--- src/rtl/yrgb_pkg.sv ---
// ============================================================================
// yrgb_pkg
// Shared types, constants and helper functions for the YUYV to RGB raster
// block.
// ============================================================================
package yrgb_pkg;

    localparam int SIDE_MAX  = 4096;
    localparam int POS_W     = 12;
    localparam int BYTE_W    = 8;
    localparam int CFG_W     = 13;
    localparam int CFG_IDX_W = 2;
    localparam int PROD_W    = 25;
    localparam int SUM_W     = 26;

    // Q2.14 full-range coefficients
    localparam logic signed [15:0] K_B_C1 = 16'sd22970;
    localparam logic signed [15:0] K_G_C2 = 16'sd5638;
    localparam logic signed [15:0] K_G_C1 = 16'sd11700;
    localparam logic signed [15:0] K_R_C2 = 16'sd29032;

    localparam logic [CFG_W-1:0] RESET_WIDTH  = 13'd160;
    localparam logic [CFG_W-1:0] RESET_HEIGHT = 13'd120;

    typedef enum logic [CFG_IDX_W-1:0] {
        CFG_FRAME_WIDTH  = 2'd0,
        CFG_FRAME_HEIGHT = 2'd1,
        CFG_COLOUR_MODE  = 2'd2
    } cfg_idx_t;

    typedef logic [BYTE_W-1:0] byte_t;
    typedef logic [POS_W-1:0]  pos_idx_t;
    typedef logic signed [PROD_W-1:0] prod_val_t;

    typedef struct packed {
        pos_idx_t row;
        pos_idx_t col;
    } pos_t;

    typedef struct packed {
        byte_t red;
        byte_t green;
        byte_t blue;
    } rgb_t;

    // Pair of pixels waiting for the multipliers
    typedef struct packed {
        byte_t y0;
        byte_t y1;
        byte_t c1;
        byte_t c2;
        logic  grey;
        logic  two;
        pos_t  pos_a;
        logic  done_a;
        pos_t  pos_b;
        logic  done_b;
    } job_t;

    // Chroma products shared by both pixels of a pair
    typedef struct packed {
        byte_t     y0;
        byte_t     y1;
        logic      grey;
        logic      two;
        prod_val_t pb;
        prod_val_t pr;
        prod_val_t pg1;
        prod_val_t pg2;
        pos_t      pos_a;
        logic      done_a;
        pos_t      pos_b;
        logic      done_b;
    } prod_t;

    typedef struct packed {
        rgb_t  rgb;
        pos_t  pos;
        logic  last;
        logic  done;
    } pixel_t;

    // Last valid index of a side: zero reads as one, oversize saturates
    function automatic pos_idx_t last_index(input logic [CFG_W-1:0] v);
        pos_idx_t r;
        if (v == '0)
            r = '0;
        else if (v > CFG_W'(SIDE_MAX))
            r = POS_W'(SIDE_MAX - 1);
        else
            r = POS_W'(v - CFG_W'(1));
        return r;
    endfunction

    function automatic pos_t advance(input pos_t p, input pos_idx_t col_last);
        pos_t r;
        if (p.col >= col_last)
        begin
            r.col = '0;
            r.row = p.row + POS_W'(1);
        end
        else
        begin
            r.col = p.col + POS_W'(1);
            r.row = p.row;
        end
        return r;
    endfunction

    // Floor of a Q.14 value, clamped to 0..255
    function automatic byte_t q14_to_byte(input logic [SUM_W-1:0] q);
        byte_t r;
        if (q[SUM_W-1])
            r = '0;
        else if (|q[SUM_W-2:22])
            r = '1;
        else
            r = q[21:14];
        return r;
    endfunction

    function automatic rgb_t colour_of(input byte_t y, input prod_val_t pb,
                                       input prod_val_t pr, input prod_val_t pg1,
                                       input prod_val_t pg2);
        logic [SUM_W-1:0] yy;
        logic [SUM_W-1:0] b_q;
        logic [SUM_W-1:0] g_q;
        logic [SUM_W-1:0] r_q;
        rgb_t             r;
        yy      = {4'b0, y, 14'b0};
        b_q     = yy + {pb[PROD_W-1], pb};
        g_q     = yy - {pg2[PROD_W-1], pg2} - {pg1[PROD_W-1], pg1};
        r_q     = yy + {pr[PROD_W-1], pr};
        r.blue  = q14_to_byte(b_q);
        r.green = q14_to_byte(g_q);
        r.red   = q14_to_byte(r_q);
        return r;
    endfunction

endpackage

--- src/rtl/yrgb_if.sv ---
// ============================================================================
// yrgb_if
// Valid/ready channel interfaces: camera byte input and pixel output.
// ============================================================================
interface yrgb_in_if;
    logic                         valid;
    logic                         ready;
    logic [yrgb_pkg::BYTE_W-1:0]  component;
    logic                         frame_start;

    modport source (output valid, output component, output frame_start, input ready);
    modport sink   (input valid, input component, input frame_start, output ready);
endinterface

interface yrgb_out_if;
    logic                         valid;
    logic                         ready;
    logic [yrgb_pkg::BYTE_W-1:0]  red;
    logic [yrgb_pkg::BYTE_W-1:0]  green;
    logic [yrgb_pkg::BYTE_W-1:0]  blue;
    logic [yrgb_pkg::POS_W-1:0]   pixel_row;
    logic [yrgb_pkg::POS_W-1:0]   pixel_col;
    logic                         last_of_run;
    logic                         frame_done;

    modport source (output valid, output red, output green, output blue,
                    output pixel_row, output pixel_col, output last_of_run,
                    output frame_done, input ready);
    modport sink   (input valid, input red, input green, input blue,
                    input pixel_row, input pixel_col, input last_of_run,
                    input frame_done, output ready);
endinterface

--- src/rtl/yuyv_stream_to_rgb_raster_top.sv ---
// ============================================================================
// yuyv_stream_to_rgb_raster_top
// YUYV (or grey) camera byte stream to RGB pixels with raster positions.
// ============================================================================
//  channel  | dir | payload                                        | size
//  ---------+-----+------------------------------------------------+---------
//  camera   | in  | component, frame_start                         | 1 byte
//  raster   | out | red, green, blue, pixel_row, pixel_col,        | 1 pixel
//           |     | last_of_run, frame_done                        |
//  cfg      | in  | cfg_we, cfg_index, cfg_data                    | 1 reg
//
//  One byte accepted per cycle while camera.ready is high. Grey mode: one
//  pixel per byte; colour mode: two pixels per four-byte group. Pixels pass
//  the byte stage, multiplier stage and output register pair in turn.
//  Reset: frame closed, 160x120, colour mode; waits for frame_start.
//  camera.ready drops only when raster back-pressure fills all three stages.
// ============================================================================
module yuyv_stream_to_rgb_raster_top
(
    input  logic                             clk,
    input  logic                             rst_n,
    yrgb_in_if.sink                          camera,
    yrgb_out_if.source                       raster,
    input  logic                             cfg_we,
    input  logic [yrgb_pkg::CFG_IDX_W-1:0]   cfg_index,
    input  logic [yrgb_pkg::CFG_W-1:0]       cfg_data
);
    import yrgb_pkg::*;

    typedef enum logic [1:0] {
        PH_Y0 = 2'd0,
        PH_C1 = 2'd1,
        PH_Y1 = 2'd2,
        PH_C2 = 2'd3
    } phase_t;

    // configuration
    logic [CFG_W-1:0] width_reg;
    logic [CFG_W-1:0] height_reg;
    logic             colour_reg;

    // position and phase state
    pos_t   pos_reg,    pos_next;
    phase_t phase_reg,  phase_next;
    logic   open_reg,   open_next;
    byte_t  y0_reg,     y0_next;
    byte_t  c1_reg,     c1_next;
    byte_t  y1_reg,     y1_next;

    // pipeline
    logic   s1_valid_reg;
    job_t   s1_reg;
    logic   s2_valid_reg;
    prod_t  s2_reg;
    logic [1:0] cnt_reg,   cnt_next;
    pixel_t slot0_reg,     slot0_next;
    pixel_t slot1_reg,     slot1_next;

    logic     in_fire;
    logic     out_fire;
    logic     s1_ready;
    logic     s2_ready;
    logic     s3_take;
    pos_idx_t col_last;
    pos_idx_t row_last;
    pos_t     eff_pos;
    phase_t   eff_phase;
    logic     eff_open;
    logic     grey;
    logic     produce;
    pos_t     pos_a1;
    pos_t     pos_b1;
    logic     done_a;
    logic     done_b;
    job_t     job;
    logic signed [8:0] d1;
    logic signed [8:0] d2;
    rgb_t     rgb_a;
    rgb_t     rgb_b;
    pixel_t   pix_a;
    pixel_t   pix_b;

    // ---------------- configuration ----------------
    always_ff @(posedge clk or negedge rst_n)
    begin
        if (!rst_n)
        begin
            width_reg  <= RESET_WIDTH;
            height_reg <= RESET_HEIGHT;
            colour_reg <= 1'b1;
        end
        else if (cfg_we)
        begin
            case (cfg_idx_t'(cfg_index))
                CFG_FRAME_WIDTH:  width_reg  <= cfg_data;
                CFG_FRAME_HEIGHT: height_reg <= cfg_data;
                CFG_COLOUR_MODE:  colour_reg <= cfg_data[0];
                default:          ;
            endcase
        end
    end

    // ---------------- handshake ----------------
    assign out_fire      = raster.valid & raster.ready;
    assign s3_take       = s2_valid_reg &&
                           ((cnt_reg == 2'd0) || ((cnt_reg == 2'd1) && raster.ready));
    assign s2_ready      = !s2_valid_reg || s3_take;
    assign s1_ready      = !s1_valid_reg || s2_ready;
    assign camera.ready  = s1_ready;
    assign in_fire       = camera.valid & s1_ready;

    // ---------------- byte stage ----------------
    assign col_last  = last_index(width_reg);
    assign row_last  = last_index(height_reg);
    assign grey      = !colour_reg;
    assign eff_pos   = camera.frame_start ? '0 : pos_reg;
    assign eff_phase = camera.frame_start ? PH_Y0 : phase_reg;
    assign eff_open  = camera.frame_start | open_reg;
    assign produce   = eff_open && (grey || (eff_phase == PH_C2));
    assign done_a    = (eff_pos.row >= row_last) && (eff_pos.col >= col_last);
    assign pos_a1    = advance(eff_pos, col_last);
    assign done_b    = (pos_a1.row >= row_last) && (pos_a1.col >= col_last);
    assign pos_b1    = advance(pos_a1, col_last);

    always_comb
    begin
        job.y0     = grey ? camera.component : y0_reg;
        job.y1     = y1_reg;
        job.c1     = c1_reg;
        job.c2     = camera.component;
        job.grey   = grey;
        job.two    = !grey && !done_a;
        job.pos_a  = eff_pos;
        job.done_a = done_a;
        job.pos_b  = pos_a1;
        job.done_b = done_b;
    end

    always_comb
    begin
        pos_next   = pos_reg;
        phase_next = phase_reg;
        open_next  = open_reg;
        y0_next    = y0_reg;
        c1_next    = c1_reg;
        y1_next    = y1_reg;
        if (in_fire)
        begin
            pos_next   = eff_pos;
            phase_next = eff_phase;
            open_next  = eff_open;
            if (eff_open)
            begin
                if (grey)
                begin
                    phase_next = PH_Y0;
                    if (done_a)
                        open_next = 1'b0;
                    else
                        pos_next = pos_a1;
                end
                else
                begin
                    case (eff_phase)
                        PH_Y0:
                        begin
                            y0_next    = camera.component;
                            phase_next = PH_C1;
                        end
                        PH_C1:
                        begin
                            c1_next    = camera.component;
                            phase_next = PH_Y1;
                        end
                        PH_Y1:
                        begin
                            y1_next    = camera.component;
                            phase_next = PH_C2;
                        end
                        PH_C2:
                        begin
                            phase_next = PH_Y0;
                            if (done_a)
                                open_next = 1'b0;
                            else if (done_b)
                            begin
                                pos_next  = pos_a1;
                                open_next = 1'b0;
                            end
                            else
                                pos_next = pos_b1;
                        end
                        default: phase_next = PH_Y0;
                    endcase
                end
            end
        end
    end

    always_ff @(posedge clk or negedge rst_n)
    begin
        if (!rst_n)
        begin
            pos_reg   <= '0;
            phase_reg <= PH_Y0;
            open_reg  <= 1'b0;
        end
        else
        begin
            pos_reg   <= pos_next;
            phase_reg <= phase_next;
            open_reg  <= open_next;
        end
    end

    always_ff @(posedge clk)
    begin
        y0_reg <= y0_next;
        c1_reg <= c1_next;
        y1_reg <= y1_next;
    end

    // ---------------- job register ----------------
    always_ff @(posedge clk or negedge rst_n)
    begin
        if (!rst_n)
            s1_valid_reg <= 1'b0;
        else if (s1_ready)
            s1_valid_reg <= in_fire && produce;
    end

    always_ff @(posedge clk)
    begin
        if (s1_ready && in_fire && produce)
            s1_reg <= job;
    end

    // ---------------- multiplier stage ----------------
    assign d1 = $signed({1'b0, s1_reg.c1}) - 9'sd128;
    assign d2 = $signed({1'b0, s1_reg.c2}) - 9'sd128;

    always_ff @(posedge clk or negedge rst_n)
    begin
        if (!rst_n)
            s2_valid_reg <= 1'b0;
        else if (s2_ready)
            s2_valid_reg <= s1_valid_reg;
    end

    always_ff @(posedge clk)
    begin
        if (s2_ready && s1_valid_reg)
        begin
            s2_reg.y0     <= s1_reg.y0;
            s2_reg.y1     <= s1_reg.y1;
            s2_reg.grey   <= s1_reg.grey;
            s2_reg.two    <= s1_reg.two;
            s2_reg.pb     <= K_B_C1 * d1;
            s2_reg.pr     <= K_R_C2 * d2;
            s2_reg.pg1    <= K_G_C1 * d1;
            s2_reg.pg2    <= K_G_C2 * d2;
            s2_reg.pos_a  <= s1_reg.pos_a;
            s2_reg.done_a <= s1_reg.done_a;
            s2_reg.pos_b  <= s1_reg.pos_b;
            s2_reg.done_b <= s1_reg.done_b;
        end
    end

    // ---------------- sum, clamp and output pair ----------------
    assign rgb_a = s2_reg.grey ? rgb_t'{red: s2_reg.y0, green: s2_reg.y0, blue: s2_reg.y0}
                               : colour_of(s2_reg.y0, s2_reg.pb, s2_reg.pr,
                                           s2_reg.pg1, s2_reg.pg2);
    assign rgb_b = colour_of(s2_reg.y1, s2_reg.pb, s2_reg.pr, s2_reg.pg1, s2_reg.pg2);

    always_comb
    begin
        pix_a.rgb  = rgb_a;
        pix_a.pos  = s2_reg.pos_a;
        pix_a.last = !s2_reg.two;
        pix_a.done = s2_reg.done_a;
        pix_b.rgb  = rgb_b;
        pix_b.pos  = s2_reg.pos_b;
        pix_b.last = 1'b1;
        pix_b.done = s2_reg.done_b;
    end

    always_comb
    begin
        cnt_next   = cnt_reg;
        slot0_next = slot0_reg;
        slot1_next = slot1_reg;
        if (out_fire)
        begin
            slot0_next = slot1_reg;
            cnt_next   = cnt_reg - 2'd1;
        end
        if (s3_take)
        begin
            slot0_next = pix_a;
            slot1_next = pix_b;
            cnt_next   = s2_reg.two ? 2'd2 : 2'd1;
        end
    end

    always_ff @(posedge clk or negedge rst_n)
    begin
        if (!rst_n)
            cnt_reg <= 2'd0;
        else
            cnt_reg <= cnt_next;
    end

    always_ff @(posedge clk)
    begin
        slot0_reg <= slot0_next;
        slot1_reg <= slot1_next;
    end

    assign raster.valid       = (cnt_reg != 2'd0);
    assign raster.red         = slot0_reg.rgb.red;
    assign raster.green       = slot0_reg.rgb.green;
    assign raster.blue        = slot0_reg.rgb.blue;
    assign raster.pixel_row   = slot0_reg.pos.row;
    assign raster.pixel_col   = slot0_reg.pos.col;
    assign raster.last_of_run = slot0_reg.last;
    assign raster.frame_done  = slot0_reg.done;

endmodule

--- src/flat_wrapper.sv ---
// flat-port wrapper written by rule: the top's interface ports become plain ports
module yuyv_stream_to_rgb_raster_top_flat import yrgb_pkg::*;
  (clk, rst_n, cfg_we, cfg_index, cfg_data, camera_valid, camera_component, camera_frame_start, camera_ready, raster_valid, raster_red, raster_green, raster_blue, raster_pixel_row, raster_pixel_col, raster_last_of_run, raster_frame_done, raster_ready);
  yrgb_in_if camera_i ();
  yrgb_out_if raster_i ();
  input  logic clk;
  input  logic rst_n;
  input  logic cfg_we;
  input  logic [yrgb_pkg::CFG_IDX_W-1:0] cfg_index;
  input  logic [yrgb_pkg::CFG_W-1:0] cfg_data;
  input wire logic [$bits(camera_i.valid)-1:0] camera_valid;
  input wire logic [$bits(camera_i.component)-1:0] camera_component;
  input wire logic [$bits(camera_i.frame_start)-1:0] camera_frame_start;
  output wire logic [$bits(camera_i.ready)-1:0] camera_ready;
  output wire logic [$bits(raster_i.valid)-1:0] raster_valid;
  output wire logic [$bits(raster_i.red)-1:0] raster_red;
  output wire logic [$bits(raster_i.green)-1:0] raster_green;
  output wire logic [$bits(raster_i.blue)-1:0] raster_blue;
  output wire logic [$bits(raster_i.pixel_row)-1:0] raster_pixel_row;
  output wire logic [$bits(raster_i.pixel_col)-1:0] raster_pixel_col;
  output wire logic [$bits(raster_i.last_of_run)-1:0] raster_last_of_run;
  output wire logic [$bits(raster_i.frame_done)-1:0] raster_frame_done;
  input wire logic [$bits(raster_i.ready)-1:0] raster_ready;
  assign camera_i.valid = camera_valid;
  assign camera_i.component = camera_component;
  assign camera_i.frame_start = camera_frame_start;
  assign camera_ready = camera_i.ready;
  assign raster_valid = raster_i.valid;
  assign raster_red = raster_i.red;
  assign raster_green = raster_i.green;
  assign raster_blue = raster_i.blue;
  assign raster_pixel_row = raster_i.pixel_row;
  assign raster_pixel_col = raster_i.pixel_col;
  assign raster_last_of_run = raster_i.last_of_run;
  assign raster_frame_done = raster_i.frame_done;
  assign raster_i.ready = raster_ready;
  yuyv_stream_to_rgb_raster_top u_core (.clk(clk), .rst_n(rst_n), .camera(camera_i), .raster(raster_i), .cfg_we(cfg_we), .cfg_index(cfg_index), .cfg_data(cfg_data));
endmodule
--- config.mk ---
export PLATFORM = sky130hd
export DESIGN_NAME = yuyv_stream_to_rgb_raster_top_flat
export DESIGN_NICKNAME = d
export VERILOG_FILES = /design/src/rtl/yrgb_pkg.sv /design/src/rtl/yrgb_if.sv /design/src/rtl/yuyv_stream_to_rgb_raster_top.sv /design/src/flat_wrapper.sv
export SDC_FILE = /design/constraint.sdc
export NUM_CORES = 1
export LEC_CHECK = 0
export BUFFER_PORTS_ARGS = -buffer_cell sky130_fd_sc_hd__buf_2
export CORE_ASPECT_RATIO = 0.9
export CORE_UTILIZATION = 69
export CTS_CLUSTER_SIZE = 25
export DETAILED_ROUTE_END_ITERATION = 7
export GPL_TIMING_DRIVEN = 0
export MAX_ROUTING_LAYER = met4
export PLACE_DENSITY = 0.87
export SLEW_MARGIN = 20
export SYNTH_ARGS = -nofsm -noshare
export SYNTH_HDL_FRONTEND = slang
export SYNTH_SLANG_ARGS = --single-unit
--- constraint.sdc ---
create_clock -name clk -period 10.8 [get_ports clk]
set_input_delay 1.08 -clock clk [delete_from_list [all_inputs] [get_ports clk]]
set_output_delay 1.08 -clock clk [all_outputs]
set_load 0.02 [all_outputs]
==> Word-level counts from Yosys, hierarchy flattened <==
Cells that the tools add are included.
{ "op_classes": {"n_addsub": 17, "multipliers": 4, "order_cmp": 6, "n_eq_ne": 6, "muxes": 39, "bitwise_logic": 3, "reduce_logical": 38} }
{ "op_table": {"columns": ["op", "count"], "rows": [
  ["$mux 24", 10],
  ["$add 23x25->26", 4],
  ["$mux 50", 2],
  ["$mux 8", 10],
  ["$mul 13x9->22 const A", 3],
  ["$sub 26x26->26", 2],
  ["$add 12x1->12 const B", 4],
  ["$ge 12x12->1", 4],
  ["$mux 12", 4],
  ["$sub 23x23->24", 2],
  ["$gt 13x13->1 const B", 2],
  ["$logic_not 13->1", 2],
  ["$mul 15x9->24 const A", 1],
  ["$sub 12x1->12 const B", 2],
  ["$reduce_or 3->1", 6],
  ["$sub 8x8->9 const B", 2],
  ["$mux 2", 6],
  ["$reduce_and 4->1", 3],
  ["$logic_and 1x1->1", 10],
  ["$pmux 2 s4", 1],
  ["$eq 2x1->1 const B", 3],
  ["$eq 2x2->1 const B", 3],
  ["$logic_not 2->1", 3],
  ["$mux 1", 6],
  ["other kinds (7)", 18]
]} }
{ "word_totals": {"register_bits": 424, "inputBits": 29} }

==> Depth between registers and ports, before layout <==
{ "depth": {"depth_word": 12, "mapped_depth": 30} }

==> Least setup slack after synthesis <==
No wires, ideal clock.
{ "synth_path": {"path_kind": "input -> register", "from": "in camera_frame_start", "to": "reg u_core.pos_reg[16] (netlist name)", "setup_ns": 0.066, "t_arrival_ns": 6.777, "slack_ns": 3.956, "path_stages": 12, "n_path_buf": 4, "cell_sequence": "clkbuf_1 clkbuf_1 clkbuf_1 clkbuf_1 nand2b_1 inv_1 ha_1 nor2_1 nor2_1 o211ai_1 a311oi_1 a221o_1"} }
{ "synth_between": {"elab_chain_cells": 10, "elab_cells_between_ends": 21, "cone_classes": "add/sub (3); order compare (4); eq/ne (1); mux (10); bitwise (1); reduce/logical (2)"} }
{ "synth_rtl": {"columns": ["item", "line", "text"], "rows": [
  ["start: declaration", "flat_wrapper.sv:13", "input wire logic [$bits(camera_i.frame_start)-1:0] camera_frame_start;"],
  ["$mux 24", "yuyv_stream_to_rgb_raster_top.sv:116", "assign eff_pos = camera.frame_start ? '0 : pos_reg;"],
  ["$add 12x1->12, or another cell as far along", "yrgb_pkg.sv:100", "r.row = p.row + POS_W'(1);"],
  ["$mux 24", "yrgb_pkg.sv:97", "if (p.col >= col_last)"],
  ["$add 12x1->12, or another cell as far along", "yrgb_pkg.sv:100", null],
  ["$mux 24 / $logic_and 1x1->1 (equally long branches)", "yrgb_pkg.sv:97, yuyv_stream_to_rgb_raster_top.sv:122", null],
  ["$mux 24", "yuyv_stream_to_rgb_raster_top.sv:185", "else if (done_b)"],
  ["$mux 24", "yuyv_stream_to_rgb_raster_top.sv:183", "if (done_a)"],
  ["$mux 24", "yuyv_stream_to_rgb_raster_top.sv:164", "case (eff_phase)"],
  ["$mux 24", "yuyv_stream_to_rgb_raster_top.sv:154", "if (grey)"],
  ["$mux 24 *", "yuyv_stream_to_rgb_raster_top.sv:152", "if (eff_open)"],
  ["end signal: assignment", "yuyv_stream_to_rgb_raster_top.sv:210", "pos_reg <= pos_next;"],
  ["end: declaration", "yuyv_stream_to_rgb_raster_top.sv:43", "pos_t pos_reg, pos_next;"]
]} }
Mark *: on every way between the ends. The rest lies on a longest branch, timed or not.
A chain may end at the register's enable or synchronous reset.

==> results.md <==
* EDFF count, synth at 341
* CP Launch Type: input pin
* Max Cap Viol at 0
* CP top delay family: buffers and inverters
* Post-synth ARST share at 14.5%
* I/O pins at 81
* Largest buffer count on any clock path at 3
* CP Buf/Inv Count at 8
* Antenna viol nets, final at 0
* Worst-Skew Late Latency at 0.59 ns
* Clock power share at 13.6%
* Cell-internal power at 5.72 mW
* DIE AREA at 40,300 sq um
* Core outline area at 38,600 sq um
* Rows at 68
* GR Util All Layers at 37.4%
* Dpl cell area at 28,500 sq um
* Via-to-Cell Ratio at 6.32
* Hold buffers post-CTS at 0
* HPWL after DPL at 53.9 mm
* Final WL at 71.2 mm
* Inst Count DP at 3,088
* Post-layout util at 77.2%
* Post CTS Setup Buffer Count at 0
* Final worst-path cycle share at 91.9%
* Worst path max stage delay at 0.62 ns
* Endpoints failing setup at 0
* Number of global-route vias before repair at 19,700
* Final Skew at 0.0404 ns
* Crit path time final at 9.92 ns
* Synth Register Bits at 399
* Clock Pin Slew Worst Setup and Hold Paths at 0.07 ns
* Crit end category: register
* Power share of the sequential group at 27.5%
* Final Instance Count excl. Fillers at 3,160
* GP Congestion at 1.00
* Synth Warn # at 0
* CTS Sinks at 399
* CP max FO at 10
* Outcome: finished clean
* Overall Power at 10.3 mW
* # diodes at 0
* Via Count at 20,000
* Wirelength per Cell at 22.5 um
* GR Overflow Total at 0
* DRC marker count from the first detailed-route iteration at 2,101
* Register area share after synthesis at 43.0%
* Achievable Freq at 101 MHz
* Crit Path Category: input pin to register
* Fin. Hold Viols at 0
* Critical path arrival at 10.39 ns
* Peak supply drop at 0.310 mV
* Fraction of layout cells with a size suffix above 1 at 8.39%
* Main flop type after synthesis: edfxtp_1
* Antenna violations before repair at 1
* RSZ-0062 raised after global routing: no
* Comb power frac at 58.9%
* Final net count at 3,092
* Setup TNS at 0 ns
* Global-route wire length before repair at 110 mm
* Crit-path slowest cell: clkbuf_1
* Number of H-tree levels at 2
* Root Driver: clkbuf_16
* CTS resizes at 0
* Mean Syn Cell Area at 11.0 sq um
* CTS Buf Count at 39
* PortBufs at 80
* P per Cell Area at 347 nW/um^2
* WP data required at 11.27 ns
* Syn Nets at 2,964
* Residual DRC count at 0
* Max Slew Vio Count at 0
* Die Width at 211 um
* TritonCTS clock tree: built
* Min-delay worst type: input pin to asynchronous set/reset pin
* Switching pwr at 4.61 mW
* Fin area at 29,800 sq um
* Distinct cells, synth at 83
* Switching share of power at 44.6%
* Area grow syn2layout at 9.47%
* Synth Cell Area at 27,200 sq um
* P_leak at 13.1 nW
* DIE HEIGHT at 190 um
* Worst slew margin at 20.5%
* Starting Density at 70.5%
* Cell count after synthesis at 2,476
* Slew @ Worst Pin at 1.18 ns
* Largest net degree at the start of global routing at 56
* DRT Pass-1 Iters at 6
* Most frequent CP cell: clkbuf_1
==> cell families (layout without fill, tap and decap cells) <==
family	count (synthesis)	in the layout	synth area share, %
xor gates and xnor gates	138	138	4.44
buffers and inverters	338	497	4.69
AOI/OAI and AO/OA	504	504	12.0
DFF	399	399	43.0
and+or+nand+nor	596	596	10.5
adders and majority gates	459	459	23.7
muxes	42	42	1.71
==> through the flow <==
| stage | setup WS [ns] | hold WS [ns] |
|---|---|---|
| 6_report | 0.877 | 0.362 |
| 3_3_place_gp | 0.451 | 0.400 |
| 5_1_grt | 0.655 | 0.361 |
| 4_1_cts | 1.30 | 0.352 |
| 2_1_floorplan | 3.96 | 0.400 |
| 3_5_place_dp | 0.751 | 0.405 |
==> final timing paths <==
check | endpoint | depth (start not counted) | slack (ns) | startpoint
setup / recovery | u_core.pos_reg[12]$_DFFE_PN0P_ | 26 | 0.88 | camera_frame_start
hold / removal | u_core.pos_reg[6]$_DFFE_PN0P_ | 1 | 0.36 | rst_n
setup reg to reg | u_core.pos_reg[12]$_DFFE_PN0P_ | 26 | 2.03 | u_core.width_reg[6]$_DFFE_PN0P_
hold reg to reg | u_core.pix_b[9]$_DFFE_PP_ | 0 | 0.41 | u_core.s1_reg[8]$_DFFE_PP_
max in group asynchronous | u_core.height_reg[5]$_DFFE_PN1P_ | 2 | 9.87 | rst_n
min in group clk | u_core.pix_b[9]$_DFFE_PP_ | 0 | 0.41 | u_core.s1_reg[8]$_DFFE_PP_
==> metal layers <==
| metal | vias to the layer above | global-route usage [%] | wire, um |
|---|---|---|---|
| li1 | 9104 | - | - |
| met1 | 9800 | 53.7 | 31500 |
| met2 | 928 | 55.6 | 31400 |
| met3 | 125 | 6.36 | 6730 |
| met4 | 0 | 9.25 | 1510 |
| met5 | - | - | 0 |
==> final cells by class <==
| cell class | instances | area [sq um] |
|---|---|---|
| buffer | 49 | 196 |
| multi-input combinational | 1739 | 14300 |
| clock buffer | 51 | 1080 |
| tap | 525 | 657 |
| clock inverter | 21 | 226 |
| timing repair buffer | 87 | 588 |
| inverter | 289 | 1080 |
| fill | 2489 | 8820 |
| sequential | 399 | 11700 |
==> cells in the final DEF, fill, tap and decap left out, types with 47 or more instances in the layout <==
master,instances
edfxtp_1,341
buf_2,80
fa_1,96
a21oi_1,136
o21ai_0,113
inv_1,287
o21a_1,55
dfrtp_1,51
nor3_1,55
xor2_1,47
nor2_1,145
ha_1,363
xnor2_1,91
clkbuf_1,48
nand2_1,188
==> cells in the mapped netlist, drive strengths merged (6+ instances only) <==
master	n	area, sq um
a21boi	13	97.6
o21a	55	413
or4	12	97.6
a211o	6	52.6
mux2	37	417
and3	18	113
inv	287	1080
nor2	147	554
nor3	57	302
a221oi	13	126
dfstp	7	184
or2	11	68.8
and2	16	100
fa	96	1920
a211oi	11	82.6
o22ai	6	37.5
nand3b	6	48.8
a21oi	136	681
nand2b	18	113
o21bai	15	113
nand3	43	215
a21o	37	278
buf	8	38.8
nor4	11	68.8
o211ai	10	75.1
nor2b	35	219
nand4	8	50.1
o31ai	14	110
o31a	6	52.6
xnor2	91	797
edfxtp	341	10200
o21ai	116	581
dfrtp	51	1280
a31oi	16	100
or3	12	75.1
nand2	189	712
xor2	47	412
clkbuf	41	154
ha	363	4540
==> power by group through the flow <==
| stage | clock network [mW] | logic [mW] | registers (mW) |
|---|---|---|---|
| 2_1_floorplan | 0 | 4.11 | 2.90 |
| 3_3_place_gp | 0 | 5.54 | 2.89 |
| 3_5_place_dp | 0 | 5.91 | 2.84 |
| 4_1_cts | 1.42 | 6.01 | 2.83 |
| 5_1_grt | 1.47 | 6.73 | 2.87 |
| 6_report | 1.41 | 6.09 | 2.84 |
Power figures use the tool's default switching activity.
